==> config.mk <==
export PLATFORM = sky130hd
export DESIGN_NAME = sorted_list_in_node_pool
export DESIGN_NICKNAME = d
export VERILOG_FILES = /design/src/rtl/core/slnp_pkg.sv /design/src/rtl/core/slnp_cell.sv /design/src/rtl/core/sorted_list_in_node_pool.sv
export SDC_FILE = /design/constraint.sdc
export NUM_CORES = 2
export LEC_CHECK = 0
export BUFFER_PORTS_ARGS = -buffer_cell sky130_fd_sc_hd__buf_2
export CAP_MARGIN = 5
export CORE_MARGIN = 4
export CORE_UTILIZATION = 45
export CTS_BUF_LIST = sky130_fd_sc_hd__clkbuf_16
export CTS_CLUSTER_DIAMETER = 100
export DETAILED_ROUTE_END_ITERATION = 8
export PLACE_DENSITY = 0.69
export SYNTH_ARGS = -nofsm -noshare
export SYNTH_HDL_FRONTEND = slang
export SYNTH_SLANG_ARGS = --single-unit
==> constraint.sdc <==
create_clock -name clk -period 16.91 [get_ports clk]
set_input_delay 2.5365 -clock clk [delete_from_list [all_inputs] [get_ports clk]]
set_output_delay 2.5365 -clock clk [all_outputs]
set_load 0.05 [all_outputs]
==> src/rtl/core/slnp_pkg.sv <==
// Shared types and constants for the sorted list in a node pool.
// No dependencies. Used by slnp_cell and sorted_list_in_node_pool.
package slnp_pkg;

  localparam int unsigned VALUE_W  = 32;
  localparam int unsigned STATUS_W = 2;
  localparam int unsigned SLOT_OUT_W = 4;
  localparam logic [31:0] MAX_RESULTS = 32'd16;

  localparam logic CMD_INSERT = 1'b0;
  localparam logic CMD_DUMP   = 1'b1;

  localparam logic [STATUS_W-1:0] ST_INSERTED = 2'd0;
  localparam logic [STATUS_W-1:0] ST_FULL     = 2'd1;
  localparam logic [STATUS_W-1:0] ST_ENTRY    = 2'd2;
  localparam logic [STATUS_W-1:0] ST_EMPTY    = 2'd3;

  typedef enum logic [1:0] {
    CELL_HOLD,
    CELL_INSERT,
    CELL_ROTATE
  } cell_op_t;

  typedef struct packed {
    cell_op_t                  op;
    logic signed [VALUE_W-1:0] ins_value;
  } cell_ctl_t;

endpackage

==> src/rtl/core/slnp_cell.sv <==
// One cell of the sorted chain: holds one list entry (value and pool slot).
// Depends on slnp_pkg.
module slnp_cell #(
  parameter int SLOT_W = 4
) (
  input  logic                                clk,
  input  logic                                rst_n,
  input  slnp_pkg::cell_ctl_t                 ctl,
  input  logic [SLOT_W-1:0]                   ins_slot,
  input  logic                                left_valid,
  input  logic signed [slnp_pkg::VALUE_W-1:0] left_value,
  input  logic [SLOT_W-1:0]                   left_slot,
  input  logic                                left_lt,
  input  logic                                right_valid,
  input  logic signed [slnp_pkg::VALUE_W-1:0] right_value,
  input  logic [SLOT_W-1:0]                   right_slot,
  input  logic signed [slnp_pkg::VALUE_W-1:0] head_value,
  input  logic [SLOT_W-1:0]                   head_slot,
  output logic                                valid,
  output logic signed [slnp_pkg::VALUE_W-1:0] value,
  output logic [SLOT_W-1:0]                   slot,
  output logic                                lt
);

  logic                                valid_r, valid_nxt;
  logic signed [slnp_pkg::VALUE_W-1:0] value_r, value_nxt;
  logic [SLOT_W-1:0]                   slot_r, slot_nxt;

  // Entries are kept ascending, so the cells that compare less form a prefix.
  assign lt = valid_r && (value_r < ctl.ins_value);

  always_comb begin
    valid_nxt = valid_r;
    value_nxt = value_r;
    slot_nxt  = slot_r;
    unique case (ctl.op)
      slnp_pkg::CELL_INSERT: begin
        if (!lt) begin
          if (left_lt) begin
            valid_nxt = 1'b1;
            value_nxt = ctl.ins_value;
            slot_nxt  = ins_slot;
          end else begin
            valid_nxt = left_valid;
            value_nxt = left_value;
            slot_nxt  = left_slot;
          end
        end
      end
      slnp_pkg::CELL_ROTATE: begin
        // The last occupied cell takes the head entry; the rest shift down.
        if (right_valid) begin
          value_nxt = right_value;
          slot_nxt  = right_slot;
        end else if (valid_r) begin
          value_nxt = head_value;
          slot_nxt  = head_slot;
        end
      end
      default: begin
      end
    endcase
  end

  always_ff @(posedge clk) begin
    if (!rst_n) begin
      valid_r <= 1'b0;
    end else begin
      valid_r <= valid_nxt;
    end
    value_r <= value_nxt;
    slot_r  <= slot_nxt;
  end

  assign valid = valid_r;
  assign value = value_r;
  assign slot  = slot_r;

endmodule

==> src/rtl/core/sorted_list_in_node_pool.sv <==
// Top level of the sorted list in a node pool: control and the chain of cells.
// Depends on slnp_pkg and slnp_cell.
//
// Usage. A request is taken at a rising edge where start is high and busy is
// low; in_cmd selects insert or dump, in_value is the signed value to insert.
// Results appear on the out_ ports for exactly one cycle with out_strobe high.
// Insert: one result in the cycle after the request (status inserted with the
// pool slot taken, or pool full). Busy stays low, so a new request may follow
// in the very next cycle. Slots are handed out from the highest one downward
// and are never given back.
// Dump: the entries leave in ascending order, one per cycle, once the state
// has moved to dump and the head entry has passed the output registers; equal
// values come out newest first, since an insert goes ahead of every entry that
// is not less than it. Busy stays high while the chain rotates once over all
// stored entries (at most POOL_SLOTS). Only the first sixteen entries are
// reported; the final result carries out_last. An empty list gives a single
// result with the empty status in the cycle after the request.
// Reset (synchronous, rst_n low) empties the list and returns every slot to the
// pool. The receiver cannot stall: results must be taken as they appear.
// Each cell compares its entry with the broadcast insert value in parallel, so
// an insert updates every cell at once, whatever the list length.
module sorted_list_in_node_pool #(
  parameter int POOL_SLOTS = 16
) (
  input  logic                                 clk,
  input  logic                                 rst_n,
  input  logic                                 start,
  output logic                                 busy,
  input  logic                                 in_cmd,
  input  logic signed [slnp_pkg::VALUE_W-1:0]  in_value,
  output logic                                 out_strobe,
  output logic [slnp_pkg::STATUS_W-1:0]        out_status,
  output logic signed [slnp_pkg::VALUE_W-1:0]  out_entry_value,
  output logic [slnp_pkg::SLOT_OUT_W-1:0]      out_slot,
  output logic                                 out_last
);

  localparam int SLOT_W  = $clog2(POOL_SLOTS);
  localparam int COUNT_W = $clog2(POOL_SLOTS + 1);
  localparam logic [COUNT_W-1:0] COUNT_FULL = COUNT_W'(POOL_SLOTS);
  localparam logic [COUNT_W-1:0] COUNT_TOP  = COUNT_W'(POOL_SLOTS - 1);

  typedef enum logic {
    S_IDLE,
    S_DUMP
  } state_t;

  state_t                               state_r;
  logic [COUNT_W-1:0]                   count_r;
  logic [COUNT_W-1:0]                   idx_r;
  logic                                 out_strobe_r;
  logic [slnp_pkg::STATUS_W-1:0]        out_status_r;
  logic signed [slnp_pkg::VALUE_W-1:0]  out_value_r;
  logic [SLOT_W-1:0]                    out_slot_r;
  logic                                 out_last_r;

  slnp_pkg::cell_ctl_t                  ctl;
  logic                                 accept;
  logic                                 full;
  logic [SLOT_W-1:0]                    free_slot;
  logic                                 dump_emit;
  logic                                 dump_last;
  logic                                 dump_done;
  logic [SLOT_W+slnp_pkg::SLOT_OUT_W-1:0] slot_wide;

  logic                                 c_valid [POOL_SLOTS];
  logic signed [slnp_pkg::VALUE_W-1:0]  c_value [POOL_SLOTS];
  logic [SLOT_W-1:0]                    c_slot  [POOL_SLOTS];
  logic                                 c_lt    [POOL_SLOTS];

  assign busy   = (state_r == S_DUMP);
  assign accept = start && !busy;
  assign full   = (count_r == COUNT_FULL);

  // With no node ever freed, the head of the free chain is the slot just
  // below the last one handed out.
  assign free_slot = SLOT_W'(COUNT_TOP - count_r);

  // Dump bookkeeping: idx_r counts rotation steps; output stops after the
  // sixteenth entry but the rotation runs over all entries to restore order.
  assign dump_emit = (32'(idx_r) < slnp_pkg::MAX_RESULTS);
  assign dump_done = (idx_r == count_r - COUNT_W'(1));
  assign dump_last = dump_done || (32'(idx_r) == slnp_pkg::MAX_RESULTS - 32'd1);

  always_comb begin
    ctl.op        = slnp_pkg::CELL_HOLD;
    ctl.ins_value = in_value;
    if (state_r == S_DUMP) begin
      ctl.op = slnp_pkg::CELL_ROTATE;
    end else if (accept && in_cmd == slnp_pkg::CMD_INSERT && !full) begin
      ctl.op = slnp_pkg::CELL_INSERT;
    end
  end

  for (genvar i = 0; i < POOL_SLOTS; i++) begin : g_cell
    logic                                l_valid;
    logic signed [slnp_pkg::VALUE_W-1:0] l_value;
    logic [SLOT_W-1:0]                   l_slot;
    logic                                l_lt;
    logic                                r_valid;
    logic signed [slnp_pkg::VALUE_W-1:0] r_value;
    logic [SLOT_W-1:0]                   r_slot;

    if (i == 0) begin : g_first
      // The head cell sees a virtual left neighbor that is always less.
      assign l_valid = 1'b0;
      assign l_value = c_value[0];
      assign l_slot  = c_slot[0];
      assign l_lt    = 1'b1;
    end else begin : g_mid_l
      assign l_valid = c_valid[i-1];
      assign l_value = c_value[i-1];
      assign l_slot  = c_slot[i-1];
      assign l_lt    = c_lt[i-1];
    end

    if (i == POOL_SLOTS - 1) begin : g_last
      assign r_valid = 1'b0;
      assign r_value = c_value[0];
      assign r_slot  = c_slot[0];
    end else begin : g_mid_r
      assign r_valid = c_valid[i+1];
      assign r_value = c_value[i+1];
      assign r_slot  = c_slot[i+1];
    end

    slnp_cell #(
      .SLOT_W (SLOT_W)
    ) u_cell (
      .clk         (clk),
      .rst_n       (rst_n),
      .ctl         (ctl),
      .ins_slot    (free_slot),
      .left_valid  (l_valid),
      .left_value  (l_value),
      .left_slot   (l_slot),
      .left_lt     (l_lt),
      .right_valid (r_valid),
      .right_value (r_value),
      .right_slot  (r_slot),
      .head_value  (c_value[0]),
      .head_slot   (c_slot[0]),
      .valid       (c_valid[i]),
      .value       (c_value[i]),
      .slot        (c_slot[i]),
      .lt          (c_lt[i])
    );
  end

  always_ff @(posedge clk) begin
    if (!rst_n) begin
      state_r      <= S_IDLE;
      count_r      <= '0;
      idx_r        <= '0;
      out_strobe_r <= 1'b0;
    end else begin
      out_strobe_r <= 1'b0;
      unique case (state_r)
        S_IDLE: begin
          if (accept) begin
            out_strobe_r <= 1'b1;
            out_last_r   <= 1'b1;
            if (in_cmd == slnp_pkg::CMD_INSERT) begin
              out_value_r <= in_value;
              if (full) begin
                out_status_r <= slnp_pkg::ST_FULL;
                out_slot_r   <= '0;
              end else begin
                out_status_r <= slnp_pkg::ST_INSERTED;
                out_slot_r   <= free_slot;
                count_r      <= count_r + COUNT_W'(1);
              end
            end else if (count_r == '0) begin
              out_status_r <= slnp_pkg::ST_EMPTY;
              out_value_r  <= '0;
              out_slot_r   <= '0;
            end else begin
              // No result yet: entries leave from the dump state through the output registers.
              out_strobe_r <= 1'b0;
              idx_r        <= '0;
              state_r      <= S_DUMP;
            end
          end
        end
        S_DUMP: begin
          out_strobe_r <= dump_emit;
          out_status_r <= slnp_pkg::ST_ENTRY;
          out_value_r  <= c_value[0];
          out_slot_r   <= c_slot[0];
          out_last_r   <= dump_last;
          idx_r        <= idx_r + COUNT_W'(1);
          if (dump_done) begin
            state_r <= S_IDLE;
          end
        end
        default: begin
          state_r <= S_IDLE;
        end
      endcase
    end
  end

  assign slot_wide       = {{slnp_pkg::SLOT_OUT_W{1'b0}}, out_slot_r};
  assign out_strobe      = out_strobe_r;
  assign out_status      = out_status_r;
  assign out_entry_value = out_value_r;
  assign out_slot        = slot_wide[slnp_pkg::SLOT_OUT_W-1:0];
  assign out_last        = out_last_r;

endmodule
## Yosys cells after proc, flatten, opt, wreduce, memory -nomap -nowiden

Cells that the tools add are included.

| word-level totals | value |
|---|---|
| flip-flop bits (word level) | 643 |
| output and inout bits | 41 |
| word-level logic and storage cells | 397 |

| operators by class | value |
|---|---|
| add/subtract/negate cells | 4 |
| magnitude comparators | 17 |
| equality and inequality tests | 41 |
| muxes and demuxes | 200 |
| bitwise logic cells | 19 |
| reductions and logical operators | 60 |

Operators by type and width:

| cell | number |
|---|---|
| $mux 32 | 64 |
| $pmux 32 s2 | 17 |
| $lt 32x32->1 | 16 |
| $mux 4 | 65 |
| $pmux 4 s2 | 17 |
| $reduce_and 3->1 | 18 |
| $ne 3x1->1 const B | 14 |
| $ne 2x2->1 const B | 19 |
| $reduce_and 2->1 | 17 |
| $mux 1 | 25 |
| $logic_and 1x1->1 | 19 |
| $not 1->1 | 19 |
| $mux 5 | 3 |
| $add 5x1->5 const B | 2 |
| $pmux 5 s2 | 1 |
| $mux 2 | 4 |
| $pmux 1 s2 | 3 |
| $eq 5x4->1 const B | 1 |
| $eq 5x5->1 | 1 |
| $eq 5x5->1 const B | 1 |
| $logic_not 5->1 | 1 |
| $lt 5x5->1 const B | 1 |
| $sub 5x1->5 const B | 1 |
| $ne 2x1->1 const B | 2 |
| other kinds (9) | 10 |

## Logic depth before layout (Yosys ltp)

| depth | value |
|---|---|
| depth after elaboration | 9 |
| mapped depth | 12 |
| gate-level depth less buffers | 9 |

## Cells and area by module

A second synthesis with hierarchy kept.

| second synthesis, totals | value |
|---|---|
| cell total of the unflattened synthesis | 5495 |
| area, all modules | 52310.2 um^2 |

By module, submodules not included:

| module | times used | cells an instance | area each (um^2) | sequential area each (um^2) |
|---|---|---|---|---|
| slnp_cell (g_cell[0].u_cell ...) | 14 | 333 | 3126.7 | 1101.1 |
| slnp_cell (g_cell[8].u_cell ...) | 2 | 328 | 3135.5 | 1101.1 |
| sorted_list_in_node_pool | 1 | 177 | 2264.7 | 1411.4 |

## Worst setup path after synthesis

Ideal clock, no wire load.

| timing path | value |
|---|---|
| path kind | input port to flip-flop |
| start point | in in_value[23] (netlist name) |
| end point | reg g_cell[10].u_cell.slot_r[0] (enable) |
| data arrival time | 7142 ps |
| setup slack | 9284 ps |
| stages on the path | 9 |
| cells stage by stage | inv_1 > ha_1 > nand4_1 > or3_1 > nor3_1 > o311ai_2 > and2_1 > clkbuf_1 > o31ai_1 |

| between the ends | value |
|---|---|
| cells in the longest elaborated chain, start to end | 4 |

RTL lines:

| element | RTL line | RTL |
|---|---|---|
| start, declared | sorted_list_in_node_pool.sv:30 | `input logic signed [slnp_pkg::VALUE_W-1:0] in_value,` |
| $lt 32x32->1 | slnp_cell.sv:30 | `assign lt = valid_r && (value_r < ctl.ins_value);` |
| $logic_and 1x1->1 | slnp_cell.sv:30 |  |
| $ne 2x2->1 (no line) | - |  |
| $reduce_and 3->1 (no line) | - |  |
| end signal, assigned | slnp_cell.sv:72 | `slot_r <= slot_nxt;` |
| end, declared | slnp_cell.sv:27 | `logic [SLOT_W-1:0] slot_r, slot_nxt;` |

Every way passes these cells.
A chain may end at the register's enable or synchronous reset.

## Final worst setup path

| timing path | value |
|---|---|
| start point | in in_value[30] (netlist name) |
| end point | reg g_cell[0].u_cell.slot_r[3] (enable) |

| between the ends | value |
|---|---|
| cells in the longest elaborated chain, start to end | 4 |

RTL lines:

| element | RTL line |
|---|---|
| $lt 32x32->1 | slnp_cell.sv:30 |
| $logic_and 1x1->1 | slnp_cell.sv:30 |
| $ne 2x2->1 (no line) | - |
| $reduce_and 3->1 (no line) | - |
| end signal, assigned | slnp_cell.sv:72 |
| end, declared | slnp_cell.sv:27 |

Every way passes these cells.

==> out/qor.csv <==
stage;metric;value;unit
global_route;pin count of the biggest net entering global routing;203;
floorplanning;vertical die dimension;333;microns
global_route;initial antenna violation count;11;
hold_path;Hold Startpoint;g_cell[0].u_cell.valid$_SDFFE_PN0P_;
drt;top metal layer carrying routed signals;met5;
critical_path;flop-to-flop setup slack;11.65;ns
hold_path;class of the tightest hold or removal check;reg2reg;
sta;min cycle time layout;7.15;ns
power_and_ir_drop;power density cells;87.3;mW/mm^2
cts;clock insertion delay at the later pin of the skew report;0.67;ns
drt;wire length on met1;75600;microns
cts;CTS buffer count;79;
finish;fillcell total;9482;
synth;Post-synth EDFFs;615;
power_and_ir_drop;Pwr Total;4500;uW
synth;Yosys warning count;0;
sta;period utilization;0.423;
placement;input/output buffers;76;
cts;Post-CTS Repair Setup Buffers;0;
power_and_ir_drop;IR Drop Worst-Case VDD;0.0657;mV
sta;final hold violations;0;
sta;final setup TNS;0;ns
finish;Area Growth Syn to Fin;8.77;%
synth;number of instances in the synthesized netlist;4663;
synth;nets in the synthesized netlist;5199;
synth;synth unique cells;82;
global_route;leftover overflow at the end of global routing;0;
cts;root buffer cell;sky130_fd_sc_hd__clkbuf_16;
power_and_ir_drop;internal power summed over all cells;3080;uW
drt;post-route DRC violation count;0;
floorplanning;initial core utilization;0.456;
floorplanning;row count;118;
critical_path;Setup crit start kind;input port;
floorplanning;Die X;333;microns
cts;clock transition time at the flip-flop clock pins of the worst setup and hold paths;0.06;ns
sta;RSZ-0062 raised after global routing;no;
floorplanning;number of top-level design ports;77;
sta;highest clock frequency the design can meet;140;MHz
cts;TritonCTS sink count;643;
sta;worst rel slew slack;0.0567;
synth;mean instance size in the synthesized netlist;10.2;sq um
drt;met2 wire length;86200;microns
power_and_ir_drop;fraction of power consumed by the clock network;0.373;
synth;async set-reset flop share out of synthesis;0;
global_route;vias in the first global route;40900;
drt;detailed-router iteration count before antenna repair;7;
synth;share of synthesized area occupied by flip-flops and latches;0.401;
synth;most instantiated flip-flop cell in the synthesis netlist;sky130_fd_sc_hd__edfxtp_1;
drt;mean routed wirelength per cell;35.0;microns
placement;post-DP HPWL;133000;microns
outcome;outcome;completed;
synth;Syn Std Cell Area;0.0474;sq mm
sta;Final Max Tran Viols;0;
critical_path;biggest fanout along the worst timing path;20;
power_and_ir_drop;Gate power share;0.184;
cts;deepest level of the CTS H-tree;3;
placement;GPL Wtd Cong;1.03;
critical_path;data arrival time at the worst-slack endpoint;7.44;ns
drt;vias per std cell;7.36;
cts;number of buffers on the longest clock path;3;
floorplanning;Die Area;0.111;sq mm
sta;worst slew pin tran;1.41;ns
hold_path;cell count of the worst hold path;2;
drt;initial detailed-routing violation count;7436;
critical_path;cell depth of the worst flop-to-flop path;10;
synth;flop and latch count out of synthesis;643;
power_and_ir_drop;switching portion of total power;0.316;
critical_path;critical path data required time;17.20;ns
drt;total via count in the routed design;43800;
cts;quantity of hold-fixing buffers added after cts;0;
global_route;global-route usage over all layers;0.358;
power_and_ir_drop;static leakage power;0.0192;uW
sta;setup clock skew after layout;0.0252;ns
critical_path;reg2reg start;g_cell[0].u_cell.value[31]$_DFFE_PP_;
cts;post-cts sizing count;0;
finish;area occupied by multi-input gates;0.0268;sq mm
finish;fraction of layout instances using a drive strength above 1;0.0811;
power_and_ir_drop;sequential power share;0.442;
critical_path;nature of the critical path endpoint;flop;
critical_path;r2r endpoint;g_cell[0].u_cell.slot[3]$_DFFE_PP_;
drt;met3 routed wirelength;30600;microns
drt;Total Routed Length;208000;microns
hold_path;WHS Endpoint;g_cell[0].u_cell.valid$_SDFFE_PN0P_;
sta;worst hold-check slack;0.532;ns
cts;TritonCTS clock tree;yes;
sta;final count of negative-setup-slack endpoints;0;
drt;antenna viol nets, final;0;
floorplanning;Floorplan Core Area;0.104;sq mm
finish;Nets;5038;
global_route;wire length of the first global-routing pass;293000;microns
finish;area taken by flip-flops and latches;0.0191;sq mm
power_and_ir_drop;Switching Power;1420;uW
critical_path;WS Path Type;in2reg;
run;reported max-cap violation count;0;
-- synthesized netlist by cell type, types with 34 or more instances --
library cell               instances  area [sq um]
sky130_fd_sc_hd__edfxtp_1        615         18500
sky130_fd_sc_hd__ha_1            500          6260
sky130_fd_sc_hd__mux2i_1         433          4330
sky130_fd_sc_hd__nand2_1         362          1360
sky130_fd_sc_hd__clkbuf_1        359          1350
sky130_fd_sc_hd__o21ai_0         290          1450
sky130_fd_sc_hd__nor2_1          237           890
sky130_fd_sc_hd__a21oi_1         210          1050
sky130_fd_sc_hd__a31oi_1         189          1180
sky130_fd_sc_hd__a22oi_1         184          1380
sky130_fd_sc_hd__a221o_1         147          1470
sky130_fd_sc_hd__nand4_1         111           694
sky130_fd_sc_hd__nand3_1         103           515
sky130_fd_sc_hd__inv_1            93           349
sky130_fd_sc_hd__o211a_1          77           771
sky130_fd_sc_hd__o221ai_1         71           622
sky130_fd_sc_hd__or3_1            70           438
sky130_fd_sc_hd__a21o_1           65           488
sky130_fd_sc_hd__o21ai_1          59           295
sky130_fd_sc_hd__buf_2            47           235
sky130_fd_sc_hd__o211ai_1         43           323
sky130_fd_sc_hd__o311a_1          37           370
sky130_fd_sc_hd__nor3_1           34           170
sky130_fd_sc_hd__o311ai_1         34           298
-- cell type report --
type | instances | share of cell area
multi-input combinational | 3504 | 0.519
sequential | 643 | 0.370
clock buffer | 82 | 0.0398
tap | 1380 | 0.0335
timing repair buffer | 181 | 0.0231
clock inverter | 62 | 0.00728
inverter | 93 | 0.00691
antenna | 7 | 0.000340
-- critical path, cell delays in order --
cell and delay (ns):
sky130_fd_sc_hd__buf_2 0.25, sky130_fd_sc_hd__inv_1 0.43, sky130_fd_sc_hd__ha_1 0.47, sky130_fd_sc_hd__and4_1 0.23, sky130_fd_sc_hd__nand4_1 0.25, sky130_fd_sc_hd__nor2_1 0.57
sky130_fd_sc_hd__nand2_1 0.13, sky130_fd_sc_hd__o41ai_2 0.29, sky130_fd_sc_hd__buf_4 0.48, sky130_fd_sc_hd__nor2_4 0.07, sky130_fd_sc_hd__o21ai_4 1.07, sky130_fd_sc_hd__buf_4 0.59
-- cell families (layout without fill, tap and decap cells) --
kind of cell / Yosys count / count (layout) / share of synthesized area
adder cells (fa/ha/maj): 500 / 500 / 0.132
buffers and inverters: 516 / 418 / 0.0431
XOR/XNOR: 10 / 10 / 0.00185
AO/OA/AOI/OAI: 1531 / 1531 / 0.228
other: 0 / 7 / 0
multiplexers: 433 / 433 / 0.0914
AND/OR/NAND/NOR: 1030 / 1030 / 0.103
flip-flops: 643 / 643 / 0.401
-- registers in the layout, indices dropped and copies added (netlist names) --
name                 count
busy                     1
count_r                  5
g_cell.u_cell.slot      64
g_cell.u_cell.valid     16
g_cell.u_cell.value    512
idx_r                    5
out_entry_value         32
out_last                 1
out_slot                 4
out_status               2
out_strobe               1
-- stage by stage --
stage               cells  utilization  cell area [sq um]  setup slack (ns)
global placement     5801        0.472              49100              9.44
CTS                  5945        0.495              51600             10.01
floorplan            4663            -              47400              9.28
global route         5948        0.495              51600              9.71
finish               5952        0.495              51600              9.76
detailed placement   5801        0.472              49100              9.31
-- routing by layer --
metal,vias up,global-route usage
li1,18200,-
met1,20900,0.460
met2,3820,0.515
met3,865,0.120
met4,6,0.228
met5,-,0.00298
-- power groups by stage --
stage               Sequential, uW  Combinational [uW]  Clock [uW]
global placement              2010                 779           0
floorplan                     1970                 514           0
CTS                           1980                 800        1680
global route                  1990                 883        1740
finish                        1990                 830        1680
detailed placement            2020                 797           0
-- how the worst max path moves through the flow --
stage / start / endpoint / slack (ns) / depth (start not counted)
floorplan: in_value[23] / g_cell[10].u_cell.slot[0]$_DFFE_PP_ / 9.28 / 9
global placement: in_value[31] / g_cell[4].u_cell.value[14]$_DFFE_PP_ / 9.44 / 12
detailed placement: in_value[31] / g_cell[4].u_cell.value[14]$_DFFE_PP_ / 9.31 / 12
CTS: in_value[31] / g_cell[4].u_cell.value[12]$_DFFE_PP_ / 10.01 / 12
global route: in_value[27] / g_cell[0].u_cell.value[31]$_DFFE_PP_ / 9.71 / 12
finish: in_value[30] / g_cell[0].u_cell.slot[3]$_DFFE_PP_ / 9.76 / 12
-- cells in the final DEF, fill, tap and decap left out, types with 70 or more instances in the layout --
cell / netlist / layout
sky130_fd_sc_hd__or3_1: 70 / 70
sky130_fd_sc_hd__ha_1: 500 / 500
sky130_fd_sc_hd__o211a_1: 77 / 77
sky130_fd_sc_hd__o221ai_1: 71 / 70
sky130_fd_sc_hd__a31oi_1: 189 / 189
sky130_fd_sc_hd__edfxtp_1: 615 / 615
sky130_fd_sc_hd__a221o_1: 147 / 147
sky130_fd_sc_hd__buf_4: 2 / 103
sky130_fd_sc_hd__mux2i_1: 433 / 433
sky130_fd_sc_hd__nor2_1: 237 / 233
sky130_fd_sc_hd__inv_1: 93 / 106
sky130_fd_sc_hd__o21ai_0: 290 / 289
sky130_fd_sc_hd__a21oi_1: 210 / 206
sky130_fd_sc_hd__buf_2: 47 / 76
sky130_fd_sc_hd__nand4_1: 111 / 111
sky130_fd_sc_hd__nand3_1: 103 / 103
sky130_fd_sc_hd__nand2_1: 362 / 362
sky130_fd_sc_hd__clkbuf_16: 0 / 82
sky130_fd_sc_hd__a22oi_1: 184 / 184
(Power assumes the default switching activity.)
